## config.mk

```make
export PLATFORM = sky130hd
export DESIGN_NAME = tare_lane
export DESIGN_NICKNAME = d
export VERILOG_FILES = /design/src/hw/rtl/tare_pkg.sv /design/src/hw/rtl/tare_div.sv /design/src/hw/rtl/tare_lane.sv
export SDC_FILE = /design/constraint.sdc
export NUM_CORES = 1
export LEC_CHECK = 0
export BUFFER_PORTS_ARGS = -buffer_cell sky130_fd_sc_hd__buf_4
export CAP_MARGIN = 40
export CORE_UTILIZATION = 30
export DETAILED_ROUTE_END_ITERATION = 8
export GPL_ROUTABILITY_DRIVEN = 0
export HOLD_SLACK_MARGIN = 0.12
export PLACE_DENSITY_LB_ADDON = 0.15
export SYNTH_ARGS = -nofsm -noshare
export SYNTH_HDL_FRONTEND = slang
export SYNTH_SLANG_ARGS = --single-unit
```

## constraint.sdc

```tcl
create_clock -name clk -period 4.13 [get_ports clk]
set_input_delay 0.413 -clock clk [delete_from_list [all_inputs] [get_ports clk]]
set_output_delay 0.413 -clock clk [all_outputs]
set_load 0.01 [all_outputs]
```

## src/hw/rtl/tare_pkg.sv

```systemverilog
// Shared types and constants of the six-axis tare offset removal block
package tare_pkg;

  localparam int FIELD_W = 32;
  localparam int FIELDS  = 6;
  localparam int CNT_W   = 16;

  localparam logic [CNT_W-1:0]   TARE_RESET = 16'd200;
  localparam logic [FIELD_W-1:0] SAT_MAX    = 32'h7FFF_FFFF;
  localparam logic [FIELD_W-1:0] SAT_MIN    = 32'h8000_0000;

  typedef enum logic [1:0] {
    ST_TARE,
    ST_DIV,
    ST_RUN
  } tare_state_t;

  typedef struct packed {
    logic             acc_en;
    logic             div_start;
    logic [CNT_W-1:0] divisor;
  } lane_ctrl_t;

endpackage

```

## src/hw/rtl/tare_div.sv

```systemverilog
// Bit-serial signed divider, truncating toward zero, one quotient bit per cycle
module tare_div #(
  parameter int NUM_W = 48,
  parameter int DEN_W = 16
) (
  input  logic                    clk,
  input  logic                    rst_n,
  input  logic                    start,
  input  logic signed [NUM_W-1:0] num,
  input  logic        [DEN_W-1:0] den,
  output logic                    done,
  output logic signed [NUM_W-1:0] quo
);

  localparam int CW = $clog2(NUM_W + 1);

  logic             busy_r;
  logic             done_r;
  logic [CW-1:0]    cnt_r;
  logic             neg_r;
  logic [DEN_W-1:0] den_r;
  logic [DEN_W-1:0] rem_r;
  logic [NUM_W-1:0] q_r;

  logic [DEN_W:0]   shifted;
  logic             fits;
  logic [DEN_W:0]   diff;

  assign shifted = {rem_r, q_r[NUM_W-1]};
  assign fits    = shifted >= {1'b0, den_r};
  assign diff    = shifted - {1'b0, den_r};

  always_ff @(posedge clk) begin
    if (!rst_n) begin
      busy_r <= 1'b0;
      done_r <= 1'b0;
      cnt_r  <= '0;
    end else begin
      done_r <= 1'b0;
      if (start) begin
        busy_r <= 1'b1;
        cnt_r  <= CW'(NUM_W);
      end else if (busy_r) begin
        cnt_r <= cnt_r - 1'b1;
        if (cnt_r == CW'(1)) begin
          busy_r <= 1'b0;
          done_r <= 1'b1;
        end
      end
    end
  end

  // Work on the magnitude, restore the sign at the end
  always_ff @(posedge clk) begin
    if (start) begin
      neg_r <= num[NUM_W-1];
      den_r <= den;
      rem_r <= '0;
      q_r   <= num[NUM_W-1] ? (~num + 1'b1) : num;
    end else if (busy_r) begin
      rem_r <= fits ? diff[DEN_W-1:0] : shifted[DEN_W-1:0];
      q_r   <= {q_r[NUM_W-2:0], fits};
    end
  end

  assign done = done_r;
  assign quo  = neg_r ? $signed(~q_r + 1'b1) : $signed(q_r);

endmodule

```

## src/hw/rtl/tare_lane.sv

```systemverilog
// One channel: tare accumulator, offset divider and saturating offset subtraction
module tare_lane #(
  parameter int SAMPLE_WIDTH = 32
) (
  input  logic                      clk,
  input  logic                      rst_n,
  input  tare_pkg::lane_ctrl_t      ctrl,
  input  logic [SAMPLE_WIDTH-1:0]   sample,
  output logic                      done,
  output logic [tare_pkg::FIELD_W-1:0] net
);
  import tare_pkg::*;

  localparam int SUM_W  = SAMPLE_WIDTH + CNT_W;
  localparam int DIFF_W = FIELD_W + 1;

  logic signed [SAMPLE_WIDTH-1:0] sample_s;
  logic signed [SUM_W-1:0]        sum_r;
  logic signed [SAMPLE_WIDTH-1:0] offset_r;
  logic signed [SUM_W-1:0]        quo;
  logic                           div_done;
  logic signed [DIFF_W-1:0]       diff;

  assign sample_s = $signed(sample);

  tare_div #(
    .NUM_W (SUM_W),
    .DEN_W (CNT_W)
  ) u_div (
    .clk   (clk),
    .rst_n (rst_n),
    .start (ctrl.div_start),
    .num   (sum_r),
    .den   (ctrl.divisor),
    .done  (div_done),
    .quo   (quo)
  );

  always_ff @(posedge clk) begin
    if (!rst_n) begin
      sum_r    <= '0;
      offset_r <= '0;
    end else begin
      if (ctrl.acc_en) begin
        sum_r <= sum_r + SUM_W'(sample_s);
      end
      if (div_done) begin
        offset_r <= quo[SAMPLE_WIDTH-1:0];
      end
    end
  end

  assign done = div_done;
  assign diff = DIFF_W'(sample_s) - DIFF_W'(offset_r);

  // Clamp when the top two bits disagree
  always_comb begin
    if (diff[DIFF_W-1] != diff[DIFF_W-2]) begin
      net = diff[DIFF_W-1] ? SAT_MIN : SAT_MAX;
    end else begin
      net = diff[FIELD_W-1:0];
    end
  end

endmodule

```

==> impl_metrics.json <==
{
  "yosysSeqAreaShare": 0.309,
  "start_util": 0.303,
  "place_area_mm2": 0.0144,
  "path_delay_family": "compound AO/OA/AOI/OAI gates",
  "io_buffers": 84,
  "core-area_mm2": 0.0430,
  "cts_tree": "built",
  "final_core_util": 0.359,
  "min_period_ps": 3970,
  "status": "finished clean",
  "drtIter0Drc": 559,
  "cp_max_fo": 5,
  "first_pass_iters": 4,
  "synth_nets": 1710,
  "clk_pin_slew_ps": 70,
  "clockRootBuffer": "clkbuf_16",
  "p_sw_frac": 0.367,
  "fin_nets": 1802,
  "antenna_found_initial": 0,
  "timing.final.crit_share": 0.962,
  "rows": 76,
  "synthFlopType": "dfxtp_1",
  "crit_buf_inv": 4,
  "hold_end": "u_div.den_r[11]$_DFFE_PP_",
  "grt_pass1_wl_um": 59800,
  "critical_path_arrival_ps": 3560,
  "cp_cell_sequence": "inv_2 > ha_1 > nor2b_2 > o31ai_4 > a32oi_2 > a311oi_2 > o21ai_1 > a31oi_2 > o31ai_2 > xnor2_2 > buf_6 > buf_4 > maj3_1 > buf_4",
  "start_kind": "register",
  "final_antenna_net_count": 0,
  "multiInputGateArea_mm2": 0.00863,
  "syn_area_per_cell_um2": 8.38,
  "area_delta_synth_final_pct": 18.2,
  "ir_worst_vdd_mv": 0.274,
  "clockPowerShare": 0.260,
  "dieArea_mm2": 0.0443,
  "fin_setup_tns_ps": 0,
  "slew_violations": 0,
  "cts_num_sinks": 169,
  "die_width_um": 211,
  "cp_slowest_cell": "a311oi_2",
  "layout-drive-gt1-share": 0.136,
  "fmax_mhz": 252,
  "p_sw_mw": 2.34,
  "relSlewSlack": 0.497,
  "die-height_um": 211,
  "async_reset_ff_frac": 0,
  "hold_class": "primary input to register",
  "powerDensity_mw_per_mm2": 414,
  "avgViaCountPerCell": 5.08,
  "synth_cells": 1556,
  "pwr-share-comb": 0.382,
  "cts_made_buffers": 17,
  "r2r_end": "sum_r[45]$_SDFFE_PN0P_",
  "cp.required_ps": 3720,
  "pwr-share-seq": 0.358,
  "worstSetupPathType": "register to output port",
  "reg2reg_slack_ps": 440,
  "yosys_register_bits": 169,
  "finalClockSkew_ps": 13.1,
  "diodes": 0,
  "finalHoldViolCount": 0,
  "htreeDepth": 4,
  "clockBufferDepth": 2,
  "rsz0062_at_grt": "yes",
  "drt-wirelength-per-cell_um": 16.8,
  "hpwl_um": 29100,
  "fillers": 4545,
  "p_int_mw": 4.05,
  "drv_cap": 0,
  "whs_path_depth": 1,
  "fin_area_mm2": 0.0154,
  "routed_wl_um": 37800,
  "crit_path_max_incr_delay_ps": 370,
  "grt.total_usage": 0.171,
  "setup_viol": 0,
  "worst_pin_slew_ps": 754,
  "p_leak_nw": 6.12,
  "crit_path_end_kind": "output port",
  "synthDistinctLibCells": 67,
  "worstRegToRegCells": 13,
  "via_count": 11400,
  "syn-cell-area_mm2": 0.0130,
  "grt_pass1_vias": 11000,
  "grt_max_degree": 74,
  "synth_edf_count": 65,
  "clk_latency_ps": 450,
  "seqCellArea_mm2": 0.00404,
  "overflow": 0,
  "hp-start": "ctrl[11]",
  "timing.rr.start": "sum_r[1]$_SDFFE_PN0P_",
  "io_pins": 85,
  "drc": 0,
  "crit_path_frequent_cell": "buf_4",
  "ys_warn_count": 0
}
-- synth_stat cells, types with 8 or more instances --
cell type,n,area [um2]
nor2_1,182,683
a21oi_1,153,766
dfxtp_1,104,2080
nand2_1,103,387
ha_1,99,1240
o21ai_0,84,420
inv_1,80,300
xnor2_1,80,701
xor2_1,80,701
edfxtp_1,65,1950
clkbuf_1,52,195
a211oi_1,49,368
a21o_1,47,353
mux2i_1,44,440
nand3_1,33,165
o31ai_1,31,233
nor3_1,23,115
o21a_1,17,128
nor2b_1,16,100
nand4_1,15,93.8
mux2_2,14,158
nand2b_1,14,87.6
o21bai_1,14,105
buf_1,11,41.3
a31oi_1,10,62.6
o211ai_1,10,75.1
or3_1,10,62.6
o41ai_1,8,70.1
-- per-layer routing --
layer	vias to the layer above	GRT usage	share of wire
met1	5442	0.228	0.48
met3	26	0.0250	0.026
met5	-	0	0
met2	125	0.291	0.48
met4	0	0.0415	0.014
li1	5827	-	-
-- placed cells by master, fill, tap and decap left out, types with 9 or more instances in the layout --
cell type / count
buf_4: 124
or3_1: 10
a21o_1: 47
a31oi_1: 9
dfxtp_1: 100
nand4_1: 15
ha_1: 95
a211oi_1: 48
o31ai_1: 28
inv_1: 78
xnor2_1: 80
edfxtp_1: 65
nor3_1: 22
nor2_1: 181
nor2b_1: 15
nand2b_1: 14
mux2i_1: 44
o21bai_1: 14
o211ai_1: 10
a21oi_1: 147
clkbuf_16: 20
o21a_1: 17
o21ai_0: 81
mux2_2: 14
nand3_1: 33
xor2_1: 80
nand2_1: 102
-- registers in the layout, summed over array words and instances (netlist names) --
signal,flops
offset_r,32
sum_r,48
u_div.busy_r,1
u_div.cnt_r,6
u_div.den_r,16
u_div.done,1
u_div.neg_r,1
u_div.q_r,48
u_div.rem_r,16
-- power groups by stage --
stage               Clock, mW  Combinational, mW  Sequential, mW
floorplan                   0               1.76            2.23
global placement            0               2.36            2.33
detailed placement          0               2.37            2.33
CTS                      1.72               2.40            2.29
global route             1.78               2.72            2.32
finish                   1.66               2.44            2.29
-- area by class of cell --
type	count	share of cell area
Clock inverter	10	0.00755
Multi-Input combinational cell	1240	0.560
Tap cell	585	0.0475
Inverter	81	0.0197
Clock buffer	22	0.0308
Timing Repair Buffer	139	0.0727
Sequential cell	169	0.262
-- cells by family after synthesis --
logic type | after synthesis | share of synthesized area
AOI/OAI and AO/OA | 468 | 0.228
and+or+nand+nor | 445 | 0.161
DFF | 169 | 0.309
xor gates and xnor gates | 161 | 0.109
buffers and inverters | 147 | 0.0426
adders and majority gates | 108 | 0.104
muxes | 58 | 0.0459
-- metrics by stage --
stage / cells / worst slack (ps) / hold slack (ps) / power, mW
final: 2246 / 158 / 149 / 6.39
after global routing: 2246 / -63.1 / 121 / 6.82
after CTS: 2238 / 15.5 / 121 / 6.41
after detailed placement: 2196 / -209 / 480 / 4.70
after global placement: 2196 / -117 / 476 / 4.69
after floorplan: 1556 / 424 / 460 / 3.98
-- how the worst max path moves through the flow --
stage                     endpoint                startpoint  depth (start not counted)  slack [ps]
final                       net[9]  offset_r[1]$_SDFFE_PN0P_                         14         160
after global routing       net[23]  offset_r[1]$_SDFFE_PN0P_                         15         -60
after CTS                  net[10]  offset_r[2]$_SDFFE_PN0P_                         15          20
after detailed placement   net[23]                 sample[0]                         18        -210
after global placement     net[23]                 sample[0]                         18        -120
after floorplan            net[16]                 sample[0]                         15         420
-- timing repair --
item,in CTS,in global routing
gates cloned,0,3
hold endpoints to repair,8,0
hold buffers,8,0
resized for setup,12,35
pin swaps,4,16
setup buffers,2,5
setup endpoints to repair,31,32
Note: power is estimated with default switching activity, not from simulation.
